<file path="src/rtl/bic_pkg.sv">
// Shared types and constants of the binary image centroid block.
`default_nettype none

package bic_pkg;

   // Fixed field widths
   localparam int PIX_W  = 8;
   localparam int DIM_W  = 13;
   localparam int OUT_W  = 12;
   localparam int DATA_W = 32;
   localparam int ADDR_W = 4;

   // Register indexes (byte address = 4 * index)
   localparam logic [1:0] REG_TEST_MODE = 2'd0;
   localparam logic [1:0] REG_THRESHOLD = 2'd1;
   localparam logic [1:0] REG_WIDTH     = 2'd2;
   localparam logic [1:0] REG_HEIGHT    = 2'd3;

   // Pixel test modes
   localparam logic MODE_NONZERO   = 1'b0;
   localparam logic MODE_THRESHOLD = 1'b1;

   // Register reset values
   localparam logic [PIX_W-1:0] THRESHOLD_RESET = 8'd1;
   localparam logic [DIM_W-1:0] WIDTH_RESET     = 13'd640;
   localparam logic [DIM_W-1:0] HEIGHT_RESET    = 13'd480;

   // Configuration as seen by the pixel front end
   typedef struct packed {
      logic             test_mode;
      logic [PIX_W-1:0] pixel_threshold;
      logic [DIM_W-1:0] frame_width;
      logic [DIM_W-1:0] frame_height;
   } bic_cfg_type;

   // Frame queue status
   typedef struct packed {
      logic valid;
      logic full;
   } bic_qstat_type;

endpackage

`default_nettype wire

</file>
<file path="src/rtl/bic_queue.sv">
// Two-entry queue of finished frame records between front and back end.
`default_nettype none

module bic_queue
   import bic_pkg::*;
#(
   parameter int WIDTH = 8
) (
   input  wire logic             clock,
   input  wire logic             reset,
   input  wire logic             push,
   input  wire logic [WIDTH-1:0] push_data,
   input  wire logic             pop,
   output logic      [WIDTH-1:0] head_data,
   output bic_qstat_type         status
);

   logic [WIDTH-1:0] entry_ff [2];
   logic             wr_ptr_ff, wr_ptr_in;
   logic             rd_ptr_ff, rd_ptr_in;
   logic [1:0]       fill_ff, fill_in;

   // Advance pointers and fill level
   always_comb begin
      wr_ptr_in = wr_ptr_ff;
      rd_ptr_in = rd_ptr_ff;
      fill_in   = fill_ff;
      if (push) begin
         wr_ptr_in = ~wr_ptr_ff;
      end
      if (pop) begin
         rd_ptr_in = ~rd_ptr_ff;
      end
      if (push && !pop) begin
         fill_in = fill_ff + 2'd1;
      end else if (pop && !push) begin
         fill_in = fill_ff - 2'd1;
      end
   end

   always_ff @(posedge clock) begin
      if (reset) begin
         wr_ptr_ff <= 1'b0;
         rd_ptr_ff <= 1'b0;
         fill_ff   <= 2'd0;
      end else begin
         wr_ptr_ff <= wr_ptr_in;
         rd_ptr_ff <= rd_ptr_in;
         fill_ff   <= fill_in;
      end
   end

   // Store the pushed record
   always_ff @(posedge clock) begin
      if (push) begin
         entry_ff[wr_ptr_ff] <= push_data;
      end
   end

   assign head_data    = entry_ff[rd_ptr_ff];
   assign status.valid = (fill_ff != 2'd0);
   assign status.full  = (fill_ff == 2'd2);

endmodule

`default_nettype wire

</file>
<file path="src/rtl/bic_front.sv">
// Pixel front end: raster position, set test and first-moment accumulation.
`default_nettype none

module bic_front
   import bic_pkg::*;
#(
   parameter int MAX_DIMENSION = 4096,
   localparam int CW      = $clog2(MAX_DIMENSION),
   localparam int SW      = $clog2(MAX_DIMENSION + 1),
   localparam int COUNT_W = 2 * CW + 1,
   localparam int SUM_W   = 3 * CW,
   localparam int REC_W   = 2 * SUM_W + COUNT_W + 2 * OUT_W
) (
   input  wire logic             clock,
   input  wire logic             reset,
   input  wire bic_cfg_type      cfg,
   input  wire logic             req_valid,
   output logic                  req_ready,
   input  wire logic [PIX_W-1:0] req_pixel_value,
   input  wire bic_qstat_type    qstat,
   output logic                  push,
   output logic      [REC_W-1:0] push_data
);

   logic [CW-1:0]      col_ff, col_in;
   logic [CW-1:0]      row_ff, row_in;
   logic [COUNT_W-1:0] count_ff, count_in;
   logic [SUM_W-1:0]   col_sum_ff, col_sum_in;
   logic [SUM_W-1:0]   row_sum_ff, row_sum_in;

   logic [SW-1:0]      width_eff, height_eff;
   logic [SW-1:0]      col_next, row_next;
   logic               last_col, last_row, frame_last;
   logic               pixel_set, accept;
   logic [COUNT_W-1:0] count_upd;
   logic [SUM_W-1:0]   col_sum_upd, row_sum_upd;
   logic [SW+OUT_W-1:0] half_w_wide, half_h_wide;

   // Clamp a size register to 1..MAX_DIMENSION
   function automatic logic [SW-1:0] clamp_size(input logic [DIM_W-1:0] size);
      logic [31:0] size32;
      size32 = 32'(size);
      if (size32 == 32'd0) begin
         return SW'(1);
      end
      if (size32 > 32'(MAX_DIMENSION)) begin
         return SW'(MAX_DIMENSION);
      end
      return SW'(size32);
   endfunction

   assign width_eff  = clamp_size(cfg.frame_width);
   assign height_eff = clamp_size(cfg.frame_height);

   // Row and frame end: counter plus one reaches or passes the size
   assign col_next   = SW'(col_ff) + SW'(1);
   assign row_next   = SW'(row_ff) + SW'(1);
   assign last_col   = (col_next >= width_eff);
   assign last_row   = (row_next >= height_eff);
   assign frame_last = last_col && last_row;

   // Hold the request only when the frame result has no queue slot
   assign req_ready = !(frame_last && qstat.full);
   assign accept    = req_valid && req_ready;
   assign push      = accept && frame_last;

   // Judge the pixel
   always_comb begin
      unique case (cfg.test_mode)
         MODE_THRESHOLD: pixel_set = (req_pixel_value >= cfg.pixel_threshold);
         default:        pixel_set = (req_pixel_value != '0);
      endcase
   end

   // Accumulate moments including this pixel
   always_comb begin
      count_upd   = count_ff;
      col_sum_upd = col_sum_ff;
      row_sum_upd = row_sum_ff;
      if (pixel_set) begin
         count_upd   = count_ff + COUNT_W'(1);
         col_sum_upd = col_sum_ff + SUM_W'(col_ff);
         row_sum_upd = row_sum_ff + SUM_W'(row_ff);
      end
   end

   // Advance raster position; clear at frame end
   always_comb begin
      col_in     = col_ff;
      row_in     = row_ff;
      count_in   = count_ff;
      col_sum_in = col_sum_ff;
      row_sum_in = row_sum_ff;
      if (accept) begin
         count_in   = count_upd;
         col_sum_in = col_sum_upd;
         row_sum_in = row_sum_upd;
         priority if (!last_col) begin
            col_in = col_next[CW-1:0];
         end else if (!last_row) begin
            col_in = '0;
            row_in = row_next[CW-1:0];
         end else begin
            col_in     = '0;
            row_in     = '0;
            count_in   = '0;
            col_sum_in = '0;
            row_sum_in = '0;
         end
      end
   end

   always_ff @(posedge clock) begin
      if (reset) begin
         col_ff     <= '0;
         row_ff     <= '0;
         count_ff   <= '0;
         col_sum_ff <= '0;
         row_sum_ff <= '0;
      end else begin
         col_ff     <= col_in;
         row_ff     <= row_in;
         count_ff   <= count_in;
         col_sum_ff <= col_sum_in;
         row_sum_ff <= row_sum_in;
      end
   end

   // Frame centre for an empty frame
   assign half_w_wide = (SW + OUT_W)'(width_eff >> 1);
   assign half_h_wide = (SW + OUT_W)'(height_eff >> 1);

   assign push_data = {col_sum_upd, row_sum_upd, count_upd,
                       half_w_wide[OUT_W-1:0], half_h_wide[OUT_W-1:0]};

endmodule

`default_nettype wire

</file>
<file path="src/rtl/bic_back.sv">
// Back end: two restoring dividers for the centroid and the response register.
`default_nettype none

module bic_back
   import bic_pkg::*;
#(
   parameter int MAX_DIMENSION = 4096,
   localparam int CW      = $clog2(MAX_DIMENSION),
   localparam int COUNT_W = 2 * CW + 1,
   localparam int SUM_W   = 3 * CW,
   localparam int REC_W   = 2 * SUM_W + COUNT_W + 2 * OUT_W,
   localparam int STEP_W  = $clog2(SUM_W + 1)
) (
   input  wire logic             clock,
   input  wire logic             reset,
   input  wire bic_qstat_type    qstat,
   input  wire logic [REC_W-1:0] head_data,
   output logic                  pop,
   output logic                  rsp_valid,
   input  wire logic             rsp_ready,
   output logic      [OUT_W-1:0] rsp_centroid_x,
   output logic      [OUT_W-1:0] rsp_centroid_y,
   output logic                  rsp_frame_empty
);

   localparam logic [1:0] ST_IDLE = 2'd0;
   localparam logic [1:0] ST_DIV  = 2'd1;
   localparam logic [1:0] ST_DONE = 2'd2;

   logic [1:0]         state_ff, state_in;
   logic [STEP_W-1:0]  step_ff, step_in;
   logic [SUM_W-1:0]   quo_x_ff, quo_x_in, quo_y_ff, quo_y_in;
   logic [COUNT_W-1:0] rem_x_ff, rem_x_in, rem_y_ff, rem_y_in;
   logic [COUNT_W-1:0] div_ff, div_in;
   logic [OUT_W-1:0]   half_w_ff, half_w_in, half_h_ff, half_h_in;
   logic               empty_ff, empty_in;
   logic               rsp_valid_ff, rsp_valid_in;
   logic [OUT_W-1:0]   rsp_x_ff, rsp_x_in, rsp_y_ff, rsp_y_in;
   logic               rsp_empty_ff, rsp_empty_in;

   logic [SUM_W-1:0]   rec_col_sum, rec_row_sum;
   logic [COUNT_W-1:0] rec_count;
   logic [OUT_W-1:0]   rec_half_w, rec_half_h;
   logic [COUNT_W:0]   shift_x, shift_y, div_wide;
   logic               ge_x, ge_y, load_rsp;
   logic [SUM_W+OUT_W-1:0] quo_x_wide, quo_y_wide;

   assign {rec_col_sum, rec_row_sum, rec_count, rec_half_w, rec_half_h} = head_data;

   // One restoring step of each divider
   assign div_wide = {1'b0, div_ff};
   assign shift_x  = {rem_x_ff, quo_x_ff[SUM_W-1]};
   assign shift_y  = {rem_y_ff, quo_y_ff[SUM_W-1]};
   assign ge_x     = (shift_x >= div_wide);
   assign ge_y     = (shift_y >= div_wide);

   assign quo_x_wide = (SUM_W + OUT_W)'(quo_x_ff);
   assign quo_y_wide = (SUM_W + OUT_W)'(quo_y_ff);

   assign pop      = (state_ff == ST_IDLE) && qstat.valid;
   assign load_rsp = (state_ff == ST_DONE) && (!rsp_valid_ff || rsp_ready);

   // Sequence: take a record, divide, hand over to the response register
   always_comb begin
      state_in  = state_ff;
      step_in   = step_ff;
      quo_x_in  = quo_x_ff;
      quo_y_in  = quo_y_ff;
      rem_x_in  = rem_x_ff;
      rem_y_in  = rem_y_ff;
      div_in    = div_ff;
      half_w_in = half_w_ff;
      half_h_in = half_h_ff;
      empty_in  = empty_ff;
      unique case (state_ff)
         ST_IDLE: begin
            if (qstat.valid) begin
               quo_x_in  = rec_col_sum;
               quo_y_in  = rec_row_sum;
               rem_x_in  = '0;
               rem_y_in  = '0;
               div_in    = rec_count;
               half_w_in = rec_half_w;
               half_h_in = rec_half_h;
               step_in   = '0;
               empty_in  = (rec_count == '0);
               state_in  = (rec_count == '0) ? ST_DONE : ST_DIV;
            end
         end
         ST_DIV: begin
            quo_x_in = {quo_x_ff[SUM_W-2:0], ge_x};
            quo_y_in = {quo_y_ff[SUM_W-2:0], ge_y};
            rem_x_in = ge_x ? COUNT_W'(shift_x - div_wide) : shift_x[COUNT_W-1:0];
            rem_y_in = ge_y ? COUNT_W'(shift_y - div_wide) : shift_y[COUNT_W-1:0];
            step_in  = step_ff + STEP_W'(1);
            if (step_ff == STEP_W'(SUM_W - 1)) begin
               state_in = ST_DONE;
            end
         end
         ST_DONE: begin
            if (load_rsp) begin
               state_in = ST_IDLE;
            end
         end
         default: begin
            state_in = ST_IDLE;
         end
      endcase
   end

   // Hold the response until taken; load the next when the slot frees
   always_comb begin
      rsp_valid_in = rsp_valid_ff;
      rsp_x_in     = rsp_x_ff;
      rsp_y_in     = rsp_y_ff;
      rsp_empty_in = rsp_empty_ff;
      if (rsp_valid_ff && rsp_ready) begin
         rsp_valid_in = 1'b0;
      end
      if (load_rsp) begin
         rsp_valid_in = 1'b1;
         rsp_empty_in = empty_ff;
         rsp_x_in     = empty_ff ? half_w_ff : quo_x_wide[OUT_W-1:0];
         rsp_y_in     = empty_ff ? half_h_ff : quo_y_wide[OUT_W-1:0];
      end
   end

   always_ff @(posedge clock) begin
      if (reset) begin
         state_ff     <= ST_IDLE;
         rsp_valid_ff <= 1'b0;
      end else begin
         state_ff     <= state_in;
         rsp_valid_ff <= rsp_valid_in;
      end
   end

   always_ff @(posedge clock) begin
      step_ff      <= step_in;
      quo_x_ff     <= quo_x_in;
      quo_y_ff     <= quo_y_in;
      rem_x_ff     <= rem_x_in;
      rem_y_ff     <= rem_y_in;
      div_ff       <= div_in;
      half_w_ff    <= half_w_in;
      half_h_ff    <= half_h_in;
      empty_ff     <= empty_in;
      rsp_x_ff     <= rsp_x_in;
      rsp_y_ff     <= rsp_y_in;
      rsp_empty_ff <= rsp_empty_in;
   end

   assign rsp_valid       = rsp_valid_ff;
   assign rsp_centroid_x  = rsp_x_ff;
   assign rsp_centroid_y  = rsp_y_ff;
   assign rsp_frame_empty = rsp_empty_ff;

endmodule

`default_nettype wire

</file>
<file path="src/rtl/binary_image_centroid.sv">
// Top level of the binary image centroid block with its register port.
//
// Usage: gray pixels enter in raster order on the request channel (req_valid,
// req_ready, req_pixel_value), one per cycle. The block tracks column and row
// from frame_width and frame_height, counts set pixels and sums their column
// and row. After the last pixel of a frame one response (rsp_centroid_x,
// rsp_centroid_y, rsp_frame_empty) carries the truncated centroid, or the
// frame centre with rsp_frame_empty high when no pixel was set.
// Throughput: one pixel per cycle. The front end stalls only on the last pixel
// of a frame while two finished frames wait in the frame queue.
// From the last pixel of a frame, its record passes the frame queue, the back
// end loads it into the two restoring dividers, which produce one quotient bit
// per cycle, and the result goes to the response register; an empty frame skips
// the dividers. The back end takes a new frame only once the last one has gone
// to the response register.
// Reset (synchronous) clears the raster position, the accumulators, the queue
// and the valid flag of the response register, and restores the register defaults.
// A stalled response holds its value; the back end finishes the next frame and
// waits, and the queue absorbs further frames before the request side stalls.
// Registers are written over the APB-style port at byte address 4 * index.
`default_nettype none

module binary_image_centroid
   import bic_pkg::*;
#(
   parameter int MAX_DIMENSION = 4096
) (
   input  wire logic              clock,
   input  wire logic              reset,
   input  wire logic              req_valid,
   output logic                   req_ready,
   input  wire logic [PIX_W-1:0]  req_pixel_value,
   output logic                   rsp_valid,
   input  wire logic              rsp_ready,
   output logic      [OUT_W-1:0]  rsp_centroid_x,
   output logic      [OUT_W-1:0]  rsp_centroid_y,
   output logic                   rsp_frame_empty,
   input  wire logic              psel,
   input  wire logic              penable,
   input  wire logic              pwrite,
   input  wire logic [ADDR_W-1:0] paddr,
   input  wire logic [DATA_W-1:0] pwdata,
   output logic      [DATA_W-1:0] prdata,
   output logic                   pready
);

   localparam int CW      = $clog2(MAX_DIMENSION);
   localparam int COUNT_W = 2 * CW + 1;
   localparam int SUM_W   = 3 * CW;
   localparam int REC_W   = 2 * SUM_W + COUNT_W + 2 * OUT_W;

   bic_cfg_type      cfg_ff, cfg_in;
   logic             csr_write;
   logic [1:0]       reg_index;
   bic_qstat_type    qstat;
   logic             push, pop;
   logic [REC_W-1:0] push_data, head_data;

   // Register write
   assign pready    = 1'b1;
   assign csr_write = psel && penable && pwrite;
   assign reg_index = paddr[3:2];

   always_comb begin
      cfg_in = cfg_ff;
      if (csr_write) begin
         unique case (reg_index)
            REG_TEST_MODE: cfg_in.test_mode       = pwdata[0];
            REG_THRESHOLD: cfg_in.pixel_threshold = pwdata[PIX_W-1:0];
            REG_WIDTH:     cfg_in.frame_width     = pwdata[DIM_W-1:0];
            default:       cfg_in.frame_height    = pwdata[DIM_W-1:0];
         endcase
      end
   end

   always_ff @(posedge clock) begin
      if (reset) begin
         cfg_ff.test_mode       <= MODE_NONZERO;
         cfg_ff.pixel_threshold <= THRESHOLD_RESET;
         cfg_ff.frame_width     <= WIDTH_RESET;
         cfg_ff.frame_height    <= HEIGHT_RESET;
      end else begin
         cfg_ff <= cfg_in;
      end
   end

   // Register read
   always_comb begin
      unique case (reg_index)
         REG_TEST_MODE: prdata = DATA_W'(cfg_ff.test_mode);
         REG_THRESHOLD: prdata = DATA_W'(cfg_ff.pixel_threshold);
         REG_WIDTH:     prdata = DATA_W'(cfg_ff.frame_width);
         default:       prdata = DATA_W'(cfg_ff.frame_height);
      endcase
   end

   bic_front #(
      .MAX_DIMENSION(MAX_DIMENSION)
   ) u_front (
      .clock          (clock),
      .reset          (reset),
      .cfg            (cfg_ff),
      .req_valid      (req_valid),
      .req_ready      (req_ready),
      .req_pixel_value(req_pixel_value),
      .qstat          (qstat),
      .push           (push),
      .push_data      (push_data)
   );

   bic_queue #(
      .WIDTH(REC_W)
   ) u_queue (
      .clock    (clock),
      .reset    (reset),
      .push     (push),
      .push_data(push_data),
      .pop      (pop),
      .head_data(head_data),
      .status   (qstat)
   );

   bic_back #(
      .MAX_DIMENSION(MAX_DIMENSION)
   ) u_back (
      .clock          (clock),
      .reset          (reset),
      .qstat          (qstat),
      .head_data      (head_data),
      .pop            (pop),
      .rsp_valid      (rsp_valid),
      .rsp_ready      (rsp_ready),
      .rsp_centroid_x (rsp_centroid_x),
      .rsp_centroid_y (rsp_centroid_y),
      .rsp_frame_empty(rsp_frame_empty)
   );

endmodule

`default_nettype wire

</file>
<file path="config.mk">
export PLATFORM = sky130hd
export DESIGN_NAME = binary_image_centroid
export DESIGN_NICKNAME = d
export VERILOG_FILES = /design/src/rtl/bic_pkg.sv /design/src/rtl/bic_queue.sv /design/src/rtl/bic_front.sv /design/src/rtl/bic_back.sv /design/src/rtl/binary_image_centroid.sv
export SDC_FILE = /design/constraint.sdc
export NUM_CORES = 1
export LEC_CHECK = 0
export BUFFER_PORTS_ARGS = -buffer_cell sky130_fd_sc_hd__buf_2
export CORE_AREA = 3 3 308 370
export DETAILED_ROUTE_END_ITERATION = 16
export DIE_AREA = 0 0 311 373
export GPL_TIMING_DRIVEN = 0
export PLACE_DENSITY = 0.5
export SLEW_MARGIN = 10
export SYNTH_ARGS = -nofsm -noshare
export SYNTH_HDL_FRONTEND = slang
export SYNTH_SLANG_ARGS = --single-unit
</file>
<file path="constraint.sdc">
create_clock -name clock -period 19.18 [get_ports clock]
set_clock_uncertainty 0.05 [all_clocks]
set_input_delay 0 -clock clock [delete_from_list [all_inputs] [get_ports clock]]
set_output_delay 0 -clock clock [all_outputs]
set_load 0.005 [all_outputs]
</file>
# After elaboration in Yosys (flattened, before gate mapping)
# Memory sizes are Yosys's and may differ from the RTL's. A register that Yosys moved wholly into a read port is not among the register bits.
# Index checks and enable logic that the tools add are counted.
[totals]
rom_bits = 0
elab_cells = 144
register_bits = 366
n_memories = 1
latch_bits = 0
mem_bits_rw = 242
[classes]
magnitude_cmp = 7
shifts = 0
multipliers = 0
muxes = 53
add_sub_neg = 10
n_reduce_logical = 35
eq_ne = 9
div = 0
bitwise = 3
[memory_table]
columns = ["memory", "words", "width", "read_ports", "rd_clocked_by_memory_dff", "write_ports", "line_no", "source"]
rows = [
  ["u_queue.entry_ff", 2, 121, 1, 1, 1, "bic_queue.sv:18", "logic [WIDTH-1:0] entry_ff [2];"],
]
[op_table]
columns = ["operator", "n"]
rows = [
  ["36-bit 2-to-1 mux", 8],
  ["25-bit 2-to-1 mux", 6],
  ["36-bit case mux with 2 select lines", 2],
  ["13-bit 2-to-1 mux", 8],
  ["25-bit case mux with 2 select lines", 2],
  ["36-bit by 12-bit adder with 36-bit output", 2],
  ["26-bit by 25-bit greater-or-equal comparator with 1-bit output", 2],
  ["25-bit subtractor", 2],
  ["12-bit 2-to-1 mux", 4],
  ["13-bit case mux with 3 select lines", 1],
  ["12-bit by 1-bit adder with 13-bit output, second input constant", 2],
  ["13-bit greater-or-equal comparator", 2],
  ["13-bit greater-than comparator, second input constant", 2],
  ["13-bit zero test", 2],
  ["25-bit by 1-bit adder with 25-bit output, second input constant", 1],
  ["25-bit zero test", 1],
  ["2-bit AND reduction", 7],
  ["1-bit 2-to-1 mux", 13],
  ["2-bit 2-to-1 mux", 6],
  ["6-bit case mux with 2 select lines", 1],
  ["1-bit logical AND", 11],
  ["8-bit greater-or-equal comparator", 1],
  ["2-bit nonzero test", 4],
  ["8-bit nonzero test", 1],
  ["other kinds (15)", 26],
]

# Logic depth before layout (Yosys ltp)
[logic_depth]
word_depth = 15
mapped_depth = 19
mapped_depth_nobuf = 17

# Hierarchy
# Synthesis repeated with hierarchy kept, for this count alone.
[unflattened]
cells_unflattened = 2730
area_unflattened_um2 = 30708.2
[by_module_without_submodules]
columns = ["mod", "seq_area_each_um2", "cells_each", "n_inst", "area_per_inst_um2"]
rows = [
  ["bic_back", 6155.9, 998, 1, 10951.8],
  ["bic_queue", 7367.1, 398, 1, 8961.1],
  ["bic_front", 2422.3, 1141, 1, 8874.8],
  ["binary_image_centroid", 700.7, 193, 1, 1920.6],
]

# Worst setup path after synthesis
# OpenSTA, ideal clock, no wires.
[synth_timing]
path_kind = "register -> register"
startpoint = "register u_front.row_ff[0]"
endpoint = "memory u_queue.entry_ff[0][0] (netlist name) (enable)"
stages_incl_launch_ff = 16
setup_time_ps = 898
setup_slack_ps = 4118
arrival_ps = 14113
period_less_slack_ps = 15062
t_required_ps = 18232
path_buffers = 2
cell_sequence = "dfxtp_1 ha_1 and3_1 and3_1 clkbuf_1 nand2_1 or3_1 xnor2_1 ha_1 a21o_1 a21o_1 a21oi_1 o21ai_0 a21oi_1 clkbuf_1 nor4_1"
[synth_between]
elab_chain_cells = 9
[synth_rtl]
columns = ["element", "line_no", "source"]
rows = [
  ["start, declared", "bic_front.sv:26", "logic [CW-1:0] row_ff, row_in;"],
  ["start signal, assigned", "bic_front.sv:122", "row_ff <= row_in;"],
  ["12-bit by 1-bit adder with 13-bit output *", "bic_front.sv:57", "assign row_next = SW'(row_ff) + SW'(1);"],
  ["13-bit greater-or-equal comparator *", "bic_front.sv:59", "assign last_row = (row_next >= height_eff);"],
  ["1-bit logical AND *", "bic_front.sv:60", "assign frame_last = last_col && last_row;"],
  ["1-bit logical AND", "bic_front.sv:63", "assign req_ready = !(frame_last && qstat.full);"],
  ["1-bit zero test", "bic_front.sv:63", ""],
  ["1-bit logical AND", "bic_front.sv:64", "assign accept = req_valid && req_ready;"],
  ["1-bit logical AND *", "bic_front.sv:65", "assign push = accept && frame_last;"],
  ["1-bit 2-to-1 mux *", "bic_queue.sv:55", "if (push) begin"],
  ["1-bit 2-to-1 mux (implied by the code) *", "bic_queue.sv:56", "entry_ff[wr_ptr_ff] <= push_data;"],
  ["end, declared", "bic_queue.sv:18", ""],
]
# Every way passes the cells marked *; elsewhere a longest branch is shown, timed or not.

# Final worst setup path
[layout_timing]
startpoint = "register u_front.row_ff[0]"
endpoint = "register u_front.row_sum_ff[17]"
[layout_between]
elab_chain_cells = 6
elab_cells_between_ends = 10
classes_between = "2 x add/sub; 1 x order compare; 3 x mux; 4 x reduce/logical"
[layout_rtl]
columns = ["element", "line_no", "source"]
rows = [
  ["12-bit by 1-bit adder with 13-bit output", "bic_front.sv:57", ""],
  ["13-bit greater-or-equal comparator", "bic_front.sv:59", ""],
  ["1-bit logical AND", "bic_front.sv:60", ""],
  ["1-bit logical AND", "bic_front.sv:63", ""],
  ["1-bit zero test", "bic_front.sv:63", ""],
  ["1-bit logical AND", "bic_front.sv:64", ""],
  ["end signal, assigned", "bic_front.sv:125", "row_sum_ff <= row_sum_in;"],
  ["end, declared", "bic_front.sv:29", "logic [SUM_W-1:0] row_sum_ff, row_sum_in;"],
]
# Parallel ways exist; a longest one is shown, timed or not.
# A chain may end at the register's enable or synchronous reset.

==> impl_metrics.json <==
{
  "outcome": "completed",
  "clock_latency_ps": 620,
  "cts_resized": 0,
  "hold_class": "in -> reg",
  "rsz0062_at_grt": "false",
  "synth_flop_cell": "edfxtp_1",
  "cap_violations": 0,
  "n_fill_cell": 11430,
  "hold_violations": 0,
  "tightest_slew_ps": 1131,
  "wirelength_um": 82850,
  "grt_use_total_pct": 13.97,
  "arrival_ps": 6000,
  "grt_max_degree": 47,
  "numCtsBuffers": 70,
  "drv_slew": 0,
  "antenna_cells": 0,
  "drc": 0,
  "netlist_instances": 2670,
  "path_max_fanout": 10,
  "io_buffers": 65,
  "p_leak_nw": 12.69,
  "ant_nets": 0,
  "synth_cell_types": 84,
  "wl_met3_um": 2915,
  "p_per_area_nw_per_um2": 140.5,
  "post-route-period-util_pct": 28.81,
  "ys_ff_latch": 609,
  "die-area_um2": 116000,
  "antenna_found_initial": 2,
  "final_common_cell": "edfxtp_1",
  "drt-initial-drc-count": 1328,
  "setup_viol": 0,
  "clk_pin_slew_ps": 60,
  "wl_met2_um": 41340,
  "synth_area_um2": 29780,
  "ios": 111,
  "vias": 20900,
  "fin_nets": 3049,
  "cts_setup_buffers": 0,
  "dr.pass1.iters": 5,
  "yosysSeqAreaShare_pct": 55.90,
  "hpwlAfterDp_um": 59750,
  "core_um2": 111000,
  "clock-sinks": 609,
  "synth_enable_flop_cells": 445,
  "clockBufferDepth": 3,
  "first_global_vias": 20770,
  "area_delta_synth_final_pct": 17.29,
  "fp.dieH_um": 373,
  "start_util_pct": 26.83,
  "power_mw": 4.906,
  "fp.dieW_um": 311,
  "grt-ovfl-total": 0,
  "gp_congestion": 0.8402,
  "vias_per_cell": 4.714,
  "grt_pass1_wl_um": 126200,
  "fin_setup_tns_ps": 0,
  "yosysWarnings": 0,
  "drive_gt1_share_pct": 12.19,
  "relSlewSlack_pct": 23.66,
  "start_kind": "register",
  "synthArstFlopShare_pct": 0,
  "num_rows": 134,
  "cts_root_buffer": "clkbuf_16",
  "cts_tree": "yes",
  "layout_common_cells": "edfxtp_1 (445), nand2_1 (304), o21ai_0 (186), dfxtp_1 (164), a21oi_1 (156)",
  "critPathRequiredTime_ps": 19650,
  "holdBufCountCts": 25,
  "critical_path_class": "reg -> reg",
  "worstSetupEndpointType": "register",
  "fmax_mhz": 180.9,
  "wl_met1_um": 36530,
  "vdd_ir_drop_max_uv": 92.85,
  "htreeDepth": 3,
  "post_drt_wl_per_cell_um": 18.69,
  "dr.max_layer_used": "met4",
  "hold_slack_ps": 138.0,
  "avgSynthCellArea_um2": 11.15,
  "min_period_ps": 5527
}
## registers in the layout, indices dropped and copies added (netlist names), 35 cells and up, named ones only
name / count
cfg_ff: 35
u_back.quo_x_ff: 36
u_back.quo_y_ff: 36
u_front.col_sum_ff: 36
u_front.row_sum_ff: 36
u_queue.entry_ff: 242
## cell families (layout without fill, tap and decap cells)
group | Yosys count | after routing | share of synthesized area (%)
AOI/OAI and AO/OA | 586 | 586 | 12.07
xor gates and xnor gates | 149 | 149 | 4.408
adders and majority gates | 117 | 117 | 5.017
buffers and inverters | 252 | 501 | 3.576
DFF | 609 | 609 | 55.90
muxes | 185 | 185 | 6.601
other | 2 | 20 | 0.02522
and+or+nand+nor | 770 | 770 | 12.40
## metal layers
layer	track usage, %	up-vias
met5	0	-
li1	-	10180
met1	17.46	10220
met4	4.625	0
met2	24.79	371
met3	1.822	118
## cells in the mapped netlist, drive strengths merged (17+ instances only)
master / n / share of area, %
nor3: 40 / 0.72
nand3: 69 / 1.2
mux2: 81 / 3.1
nor2: 145 / 1.8
a31oi: 37 / 0.78
dfxtp: 164 / 11
nand2b: 22 / 0.46
nor2b: 23 / 0.48
nand3b: 17 / 0.43
xnor2: 97 / 2.9
nand2: 304 / 3.8
nand4: 33 / 0.69
a21o: 46 / 1.2
a21oi: 158 / 2.7
mux2i: 103 / 3.5
inv: 102 / 1.3
nor4: 18 / 0.40
and3: 41 / 0.90
a22o: 44 / 1.3
clkbuf: 92 / 1.2
edfxtp: 445 / 45
buf: 58 / 1.1
xor2: 52 / 1.5
o21ai: 192 / 3.2
o31ai: 27 / 0.68
ha: 113 / 4.7
## power breakdown
part	total (mW)	leakage, nW	switching [mW]	internal, mW
Clock	1.31	1.11	0.553	0.752
Combinational	1.73	6.19	1.09	0.638
Sequential	1.87	5.39	0.106	1.76
## metrics by stage
step | instances | instance area (µm²) | utilization (%) | setup WS [ps]
floorplan | 2688 | 29840 | - | 4119
global placement | 4249 | 32040 | 28.87 | -6170
detailed placement | 4280 | 32440 | 29.23 | 13570
CTS | 4433 | 34920 | 31.47 | 13530
global route | 4433 | 34920 | 31.47 | 13280
finish | 4433 | 34920 | 31.47 | 13650
## layout make-up
cell class | instances | area, µm² | share of cell area, %
Buffer | 150 | 681.9 | 1.953
Clock buffer | 97 | 2051 | 5.872
Clock inverter | 31 | 185.2 | 0.5302
Inverter | 102 | 382.9 | 1.096
Multi-Input combinational cell | 1827 | 12160 | 34.83
Sequential cell | 609 | 16650 | 47.66
Tap cell | 1496 | 1872 | 5.360
Timing Repair Buffer | 121 | 940.9 | 2.694
## critical path, cell delays in order (launching register included)
cell	delay, ps
dfxtp_1	480
ha_1	280
and3_1	260
and3_1	170
clkbuf_1	200
nand2_1	110
or3_1	370
xnor2_1	220
ha_1	290
a21o_1	170
a21o_1	170
a21oi_1	120
o21ai_0	120
a21o_1	270
a21boi_1	730
buf_2	420
clkbuf_1	720
nand2_1	120
o22ai_1	140
## final timing paths
kind	startpoint	endpoint	depth (start not counted)	slack, ps
worst min-delay path	pwdata[9]	cfg_ff[22]	4	140
worst max-delay path	u_front.row_ff[0]	u_front.row_sum_ff[17]	18	13650
worst max register to register	u_front.row_ff[0]	u_front.row_sum_ff[17]	18	13650
worst min register to register	u_back.empty_ff	u_back.rsp_frame_empty	0	400
Power figures use the tool's default switching activity.
